--- config.mk ---
export PLATFORM = sky130hd
export DESIGN_NAME = vna_unit
export DESIGN_NICKNAME = d
export VERILOG_FILES = /design/src/rtl/vna_pkg.sv /design/src/rtl/vna_unit.sv
export SDC_FILE = /design/constraint.sdc
export NUM_CORES = 2
export LEC_CHECK = 0
export ABC_AREA = 1
export ABC_CLOCK_PERIOD_IN_PS = 16700
export BUFFER_PORTS_ARGS = -buffer_cell sky130_fd_sc_hd__buf_2
export CORE_UTILIZATION = 65
export DETAILED_ROUTE_END_ITERATION = 10
export PLACE_DENSITY_LB_ADDON = 0.08
export SLEW_MARGIN = 20
export SYNTH_ARGS = -nofsm -noshare
export SYNTH_HDL_FRONTEND = slang
export SYNTH_SLANG_ARGS = --single-unit
--- constraint.sdc ---
create_clock -name clk -period 16.7 [get_ports clk]
set_input_delay 2.505 -clock clk [delete_from_list [all_inputs] [get_ports clk]]
set_output_delay 2.505 -clock clk [all_outputs]
set_load 0.005 [all_outputs]
--- src/rtl/vna_pkg.sv ---
// shared constants, types and helpers of the vertex normal accumulator
// used by vna_unit and vertex_normal_accumulator; no dependencies
`default_nettype none

package vna_pkg;

  localparam int VERTEX_COUNT = 1024;              // power of two, 4 to 65536
  localparam int VTX_AW       = $clog2(VERTEX_COUNT);
  localparam int IDX_W        = 10;
  localparam int POS_W        = 32;
  localparam int NRM_W        = 16;
  localparam int EDGE_W       = POS_W + 1;
  localparam int VEC_W        = 50;                // cross product range
  localparam int SQ_W         = 63;                // sum of squares and root
  localparam int LEN_W        = 32;
  localparam int MAG_W        = 30;                // magnitude after unit fit
  localparam int Q_W          = 15;                // quotient bits, max 16384
  localparam int ONE_SH       = 14;                // q1.14 one
  localparam int EDGE_FIT_K   = 24;
  localparam int UNIT_FIT_K   = 30;

  typedef logic [1:0] req_t;
  localparam req_t REQ_LOAD = 2'd0;
  localparam req_t REQ_PUSH = 2'd1;
  localparam req_t REQ_READ = 2'd2;
  localparam req_t REQ_NONE = 2'd3;                // undefined code, ignored

  typedef enum logic [1:0] {FIT_KEEP, FIT_HALVE, FIT_DOUBLE} fit_op_t;

  typedef logic [VTX_AW-1:0] vaddr_t;

  // packed with x in the low bits, same layout as the normal memory word
  typedef struct packed {
    logic signed [NRM_W-1:0] z;
    logic signed [NRM_W-1:0] y;
    logic signed [NRM_W-1:0] x;
  } nvec_t;

  typedef struct packed {
    logic                    start;
    logic signed [VEC_W-1:0] z;
    logic signed [VEC_W-1:0] y;
    logic signed [VEC_W-1:0] x;
  } unit_req_t;

  typedef struct packed {
    logic  done;
    nvec_t n;
  } unit_rsp_t;

  function automatic logic [VEC_W-1:0] vmag(input logic signed [VEC_W-1:0] v);
    return v[VEC_W-1] ? (~v + 1'b1) : v;
  endfunction

  function automatic logic [VEC_W-1:0] max3(input logic [VEC_W-1:0] a,
                                            input logic [VEC_W-1:0] b,
                                            input logic [VEC_W-1:0] c);
    logic [VEC_W-1:0] m;
    m = (b > a) ? b : a;
    return (c > m) ? c : m;
  endfunction

  // one step of block scaling toward [2^(k-1), 2^k)
  function automatic fit_op_t fit_op(input logic [VEC_W-1:0] m, input int k);
    logic [VEC_W-1:0] lim;
    lim = VEC_W'(1) << k;
    if (m == '0) return FIT_KEEP;
    if (m >= lim) return FIT_HALVE;
    if (m < (lim >> 1)) return FIT_DOUBLE;
    return FIT_KEEP;
  endfunction

  function automatic vaddr_t vtx_addr(input logic [IDX_W-1:0] i);
    return VTX_AW'(i % VERTEX_COUNT);
  endfunction

endpackage

`default_nettype wire

--- src/rtl/vna_unit.sv ---
// vector normalizer: block scaling, sum of squares, bit-pair square root
// and restoring division to q1.14; uses vna_pkg
`default_nettype none

module vna_unit
  import vna_pkg::*;
(
  input  wire logic      clk,
  input  wire logic      rst,
  input  wire unit_req_t req,
  output unit_rsp_t      rsp
);

  typedef enum logic [5:0] {
    U_IDLE = 6'b000001,
    U_FIT  = 6'b000010,
    U_SQ   = 6'b000100,
    U_ROOT = 6'b001000,
    U_DSET = 6'b010000,
    U_DIV  = 6'b100000
  } ustate_t;

  ustate_t                 state;
  logic signed [VEC_W-1:0] vx, vy, vz;
  logic [1:0]              sq_cnt;
  logic [1:0]              comp;
  logic [3:0]              dcnt;
  logic [SQ_W-1:0]         rad;
  logic [SQ_W-1:0]         root;
  logic [SQ_W-1:0]         bitr;
  logic [LEN_W-1:0]        rem;
  logic [Q_W-1:0]          nsh;
  logic [Q_W-1:0]          q;
  nvec_t                   res;
  logic                    done;

  logic [VEC_W-1:0]        mx, my, mz;
  fit_op_t                 op;
  logic signed [VEC_W-1:0] vsel;
  logic [MAG_W-1:0]        msel;
  logic [MAG_W-1:0]        sqm;
  logic [2*MAG_W-1:0]      sq;
  logic [LEN_W-1:0]        len;
  logic [SQ_W-1:0]         trial;
  logic [MAG_W+Q_W-1:0]    numer;
  logic [LEN_W:0]          t;
  logic                    ge;
  logic [Q_W-1:0]          qn;
  logic signed [NRM_W-1:0] qs;

  always_comb begin
    mx = vmag(vx);
    my = vmag(vy);
    mz = vmag(vz);
    op = fit_op(max3(mx, my, mz), UNIT_FIT_K);
    case (sq_cnt)
      2'd0:    sqm = mx[MAG_W-1:0];
      2'd1:    sqm = my[MAG_W-1:0];
      default: sqm = mz[MAG_W-1:0];
    endcase
    sq = sqm * sqm;
    case (comp)
      2'd0: begin
        vsel = vx;
        msel = mx[MAG_W-1:0];
      end
      2'd1: begin
        vsel = vy;
        msel = my[MAG_W-1:0];
      end
      default: begin
        vsel = vz;
        msel = mz[MAG_W-1:0];
      end
    endcase
    len   = root[LEN_W-1:0];
    trial = root + bitr;
    numer = {msel, {ONE_SH{1'b0}}} + (MAG_W+Q_W)'(len >> 1);
    t     = {rem, nsh[Q_W-1]};
    ge    = t >= {1'b0, len};
    qn    = {q[Q_W-2:0], ge};
    qs    = vsel[VEC_W-1] ? -$signed({1'b0, qn}) : $signed({1'b0, qn});
  end

  always_ff @(posedge clk) begin
    if (rst) begin
      state <= U_IDLE;
      done  <= 1'b0;
    end else begin
      done <= 1'b0;
      case (state)
        U_IDLE: begin
          if (req.start) begin
            vx    <= req.x;
            vy    <= req.y;
            vz    <= req.z;
            state <= U_FIT;
          end
        end
        U_FIT: begin
          case (op)
            FIT_HALVE: begin
              vx <= vx >>> 1;
              vy <= vy >>> 1;
              vz <= vz >>> 1;
            end
            FIT_DOUBLE: begin
              vx <= vx <<< 1;
              vy <= vy <<< 1;
              vz <= vz <<< 1;
            end
            default: begin
              sq_cnt <= 2'd0;
              rad    <= '0;
              state  <= U_SQ;
            end
          endcase
        end
        U_SQ: begin
          rad    <= rad + SQ_W'(sq);
          sq_cnt <= sq_cnt + 2'd1;
          if (sq_cnt == 2'd2) begin
            root  <= '0;
            bitr  <= SQ_W'(1) << (SQ_W - 1);
            state <= U_ROOT;
          end
        end
        U_ROOT: begin
          if (rad >= trial) begin
            rad  <= rad - trial;
            root <= (root >> 1) + bitr;
          end else begin
            root <= root >> 1;
          end
          bitr <= bitr >> 2;
          if (bitr[0]) begin
            comp  <= 2'd0;
            state <= U_DSET;
          end
        end
        U_DSET: begin
          if (len == '0) begin
            res   <= '0;
            done  <= 1'b1;
            state <= U_IDLE;
          end else begin
            rem   <= LEN_W'(numer[MAG_W+Q_W-1:Q_W]);
            nsh   <= numer[Q_W-1:0];
            q     <= '0;
            dcnt  <= '0;
            state <= U_DIV;
          end
        end
        U_DIV: begin
          rem  <= ge ? LEN_W'(t - {1'b0, len}) : t[LEN_W-1:0];
          nsh  <= nsh << 1;
          q    <= qn;
          dcnt <= dcnt + 4'd1;
          if (dcnt == 4'(Q_W - 1)) begin
            case (comp)
              2'd0:    res.x <= qs;
              2'd1:    res.y <= qs;
              default: res.z <= qs;
            endcase
            comp <= comp + 2'd1;
            if (comp == 2'd2) begin
              done  <= 1'b1;
              state <= U_IDLE;
            end else begin
              state <= U_DSET;
            end
          end
        end
        default: state <= U_IDLE;
      endcase
    end
  end

  assign rsp.done = done;
  assign rsp.n    = res;

endmodule

`default_nettype wire

==> flow_metrics.py <==
metrics = {
    "synth": {
        "ys_seq_area_frac": 0.193,
        "yosysTopAreaCell": "fa_1",
        "postSynth.asyncResetShare": 0,
        "ys_ff_latch": 432,
        "synth_area_mm2": 0.0670,
        "syn-num-nets": 10267,
        "synthFlopType": "edfxtp_1",
        "synth.area.top_cells": "fa_1 23%, edfxtp_1 19%, inv_1 11%, ha_1 10%, nand2_1 9.8%",
        "avgSynthCellArea_um2": 7.60,
        "yosys_warnings": 0,
        "yosysUniqueCellTypes": 73,
        "synth_top_area_frac": 0.229,
        "synthCells": 8812,
        "synth_enable_flop_cells": 425,
    },
    "grt": {
        "grt_pass1_wl_mm": 325,
        "gr-usage-all-layers": 0.402,
        "gr-usage-met2": 0.662,
        "grt_max_degree": 201,
        "grt.met3_usage": 0.0595,
        "busiest_layer": "met2",
        "antenna_found_initial": 5,
        "overflow": 0,
        "grtUsageMet1": 0.517,
        "grt_pass1_vias": 59697,
    },
    "routing": {
        "avgRoutedWirePerCell_um": 20.3,
        "route.vias.total": 60059,
        "dr.pass1.iters": 7,
        "finalWirelength_mm": 209,
        "vias_per_cell": 5.84,
        "ant_nets": 0,
        "drc": 0,
        "drt-initial-drc-count": 5870,
    },
    "timing": {
        "hold_viol": 0,
        "fin_crit_ns": 11.56,
        "whs_ns": 0.533,
        "drv_slew": 0,
        "post-route-period-util": 0.692,
        "max_slew_margin": 0.223,
        "skew_ns": 0.0666,
        "setup-violations-final": 0,
        "tns_ns": 0,
        "max_freq_mhz": 86.5,
        "worstMarginPinSlew_ns": 1.17,
        "rsz0062_at_grt": "no",
    },
    "finish": {
        "drive_above_1_share": 0.0533,
        "utilization": 0.697,
        "layout_commonest_cell": "inv_1",
        "syn_to_final_growth_pct": 6.17,
        "num-fill-cells": 8424,
        "layout_common_cells": "2001 x inv_1, 1751 x nand2_1, 766 x fa_1, 694 x o21ai_0, 647 x nor2_1",
        "layout.nets": 10330,
    },
    "floorplanning": {
        "fp.dieArea_mm2": 0.104,
        "io_pins": 202,
        "fp-row-count": 117,
        "die_y_um": 323,
        "fp.dieW_um": 323,
        "start_util": 0.656,
        "coreArea_mm2": 0.102,
    },
    "clock_network": {
        "clockBufferDepth": 3,
        "cts_tree": "done",
        "htreeDepth": 2,
        "cts_resized": 0,
        "clkTransAtPathRegs_ns": 0.07,
        "insertion_delay_ns": 0.66,
        "cts-root-buf": "clkbuf_16",
        "cts_hold_buf": 0,
        "post_cts_buffers": 0,
        "cts_buffers": 48,
        "clock-sinks": 432,
    },
    "worst_setup_path": {
        "worstSetupPathType": "reg2reg",
        "required_ns": 17.06,
        "crit_slowest_cell": "inv_1",
        "crit_path_frequent_cell": "inv_1",
        "endpoint_kind": "register",
        "cp-start-kind": "register",
        "path_max_fanout": 20,
        "cp.arrival_ns": 11.92,
        "crit_path_max_incr_delay_ns": 0.84,
    },
    "outcome": {
        "status": "completed",
    },
    "run": {
        "drv_cap": 0,
    },
    "placement": {
        "dp_hpwl_mm": 170,
        "io_buffers": 201,
        "gp_congestion": 1.07,
    },
    "worst_hold_path": {
        "hp-class": "reg2reg",
    },
}
[final cells by class]
cell class                 instances  area (um^2)  area share
multi-input combinational       6107        45700       0.642
antenna                            4         10.0    0.000141
inverter                        2022         7600       0.107
clock buffer                      54         1220      0.0172
tap                             1368         1710      0.0241
clock inverter                    35          502     0.00706
sequential                       432        12900       0.181
timing repair buffer             264         1490      0.0210
[synth_stat cells, types with 15 or more instances]
cell,number
xor2_1,222
nor2_1,647
xnor2_1,85
buf_2,18
a21o_1,17
o21ai_1,37
o21bai_1,16
o21a_1,25
nor4_1,61
o221ai_1,31
ha_1,536
inv_1,2003
nor3_1,80
a21oi_1,501
o31ai_1,16
fa_1,766
nand2_1,1751
edfxtp_1,425
a31oi_1,62
nand3_1,233
buf_1,28
o21ai_0,694
o22ai_1,35
or2_2,32
clkbuf_1,199
nand4_1,73
a211oi_1,15
o211ai_1,29
[stage by stage]
stage,setup slack (ns),std cells,instance area [um^2]
after floorplan,2.74,8812,67000
after global placement,5.89,10193,69400
after detailed placement,5.62,10193,69400
after CTS,5.53,10282,71100
after global routing,4.83,10286,71100
final,5.14,10286,71100
[logic make-up (layout without fill, tap and decap cells)]
family	count (synthesis)	after routing	share of synthesized area
other cells	0	4	0
buf+inv	2273	2375	0.128
xor+xnor	310	310	0.0409
fa+ha+maj	1302	1302	0.329
simple gates	2942	2942	0.181
flops	432	432	0.193
compound gates	1553	1553	0.129
[worst max-delay path, delay by kind of cell (launching register included)]
family,cells,cell delay (ns)
AO/OA/AOI/OAI,9,1.83
adder cells (fa/ha/maj),10,4.96
buffers and inverters,13,2.22
flip-flops,1,0.42
AND/OR/NAND/NOR,9,1.77
[worst paths after layout]
check | cells past startpoint | slack [ns] | from | end
worst max-delay path | 41 | 5.14 | sq_cnt[0] | rad[57]
worst min-delay path | 2 | 0.53 | nsh[13] | nsh[14]
worst max register to register | 41 | 5.14 | sq_cnt[0] | rad[57]
worst min register to register | 2 | 0.53 | nsh[13] | nsh[14]
[state kept, by name, indices dropped and copies added, names as in the netlist, 14 cells and up]
register / flops
rem: 32
rsp: 48
q: 14
nsh: 15
vx: 50
rad: 63
vz: 50
vy: 50
root: 63
bitr: 32
[per-layer routing]
metal  vias up  share of wire
li1      27955              -
met1     28508           0.39
met2      2937           0.46
met3       659          0.086
met4         0          0.061
met5         -              0
Power is left out: the tool's default activity adds up to more than one toggle a clock period on the data nets, which glitch-free logic cannot reach.
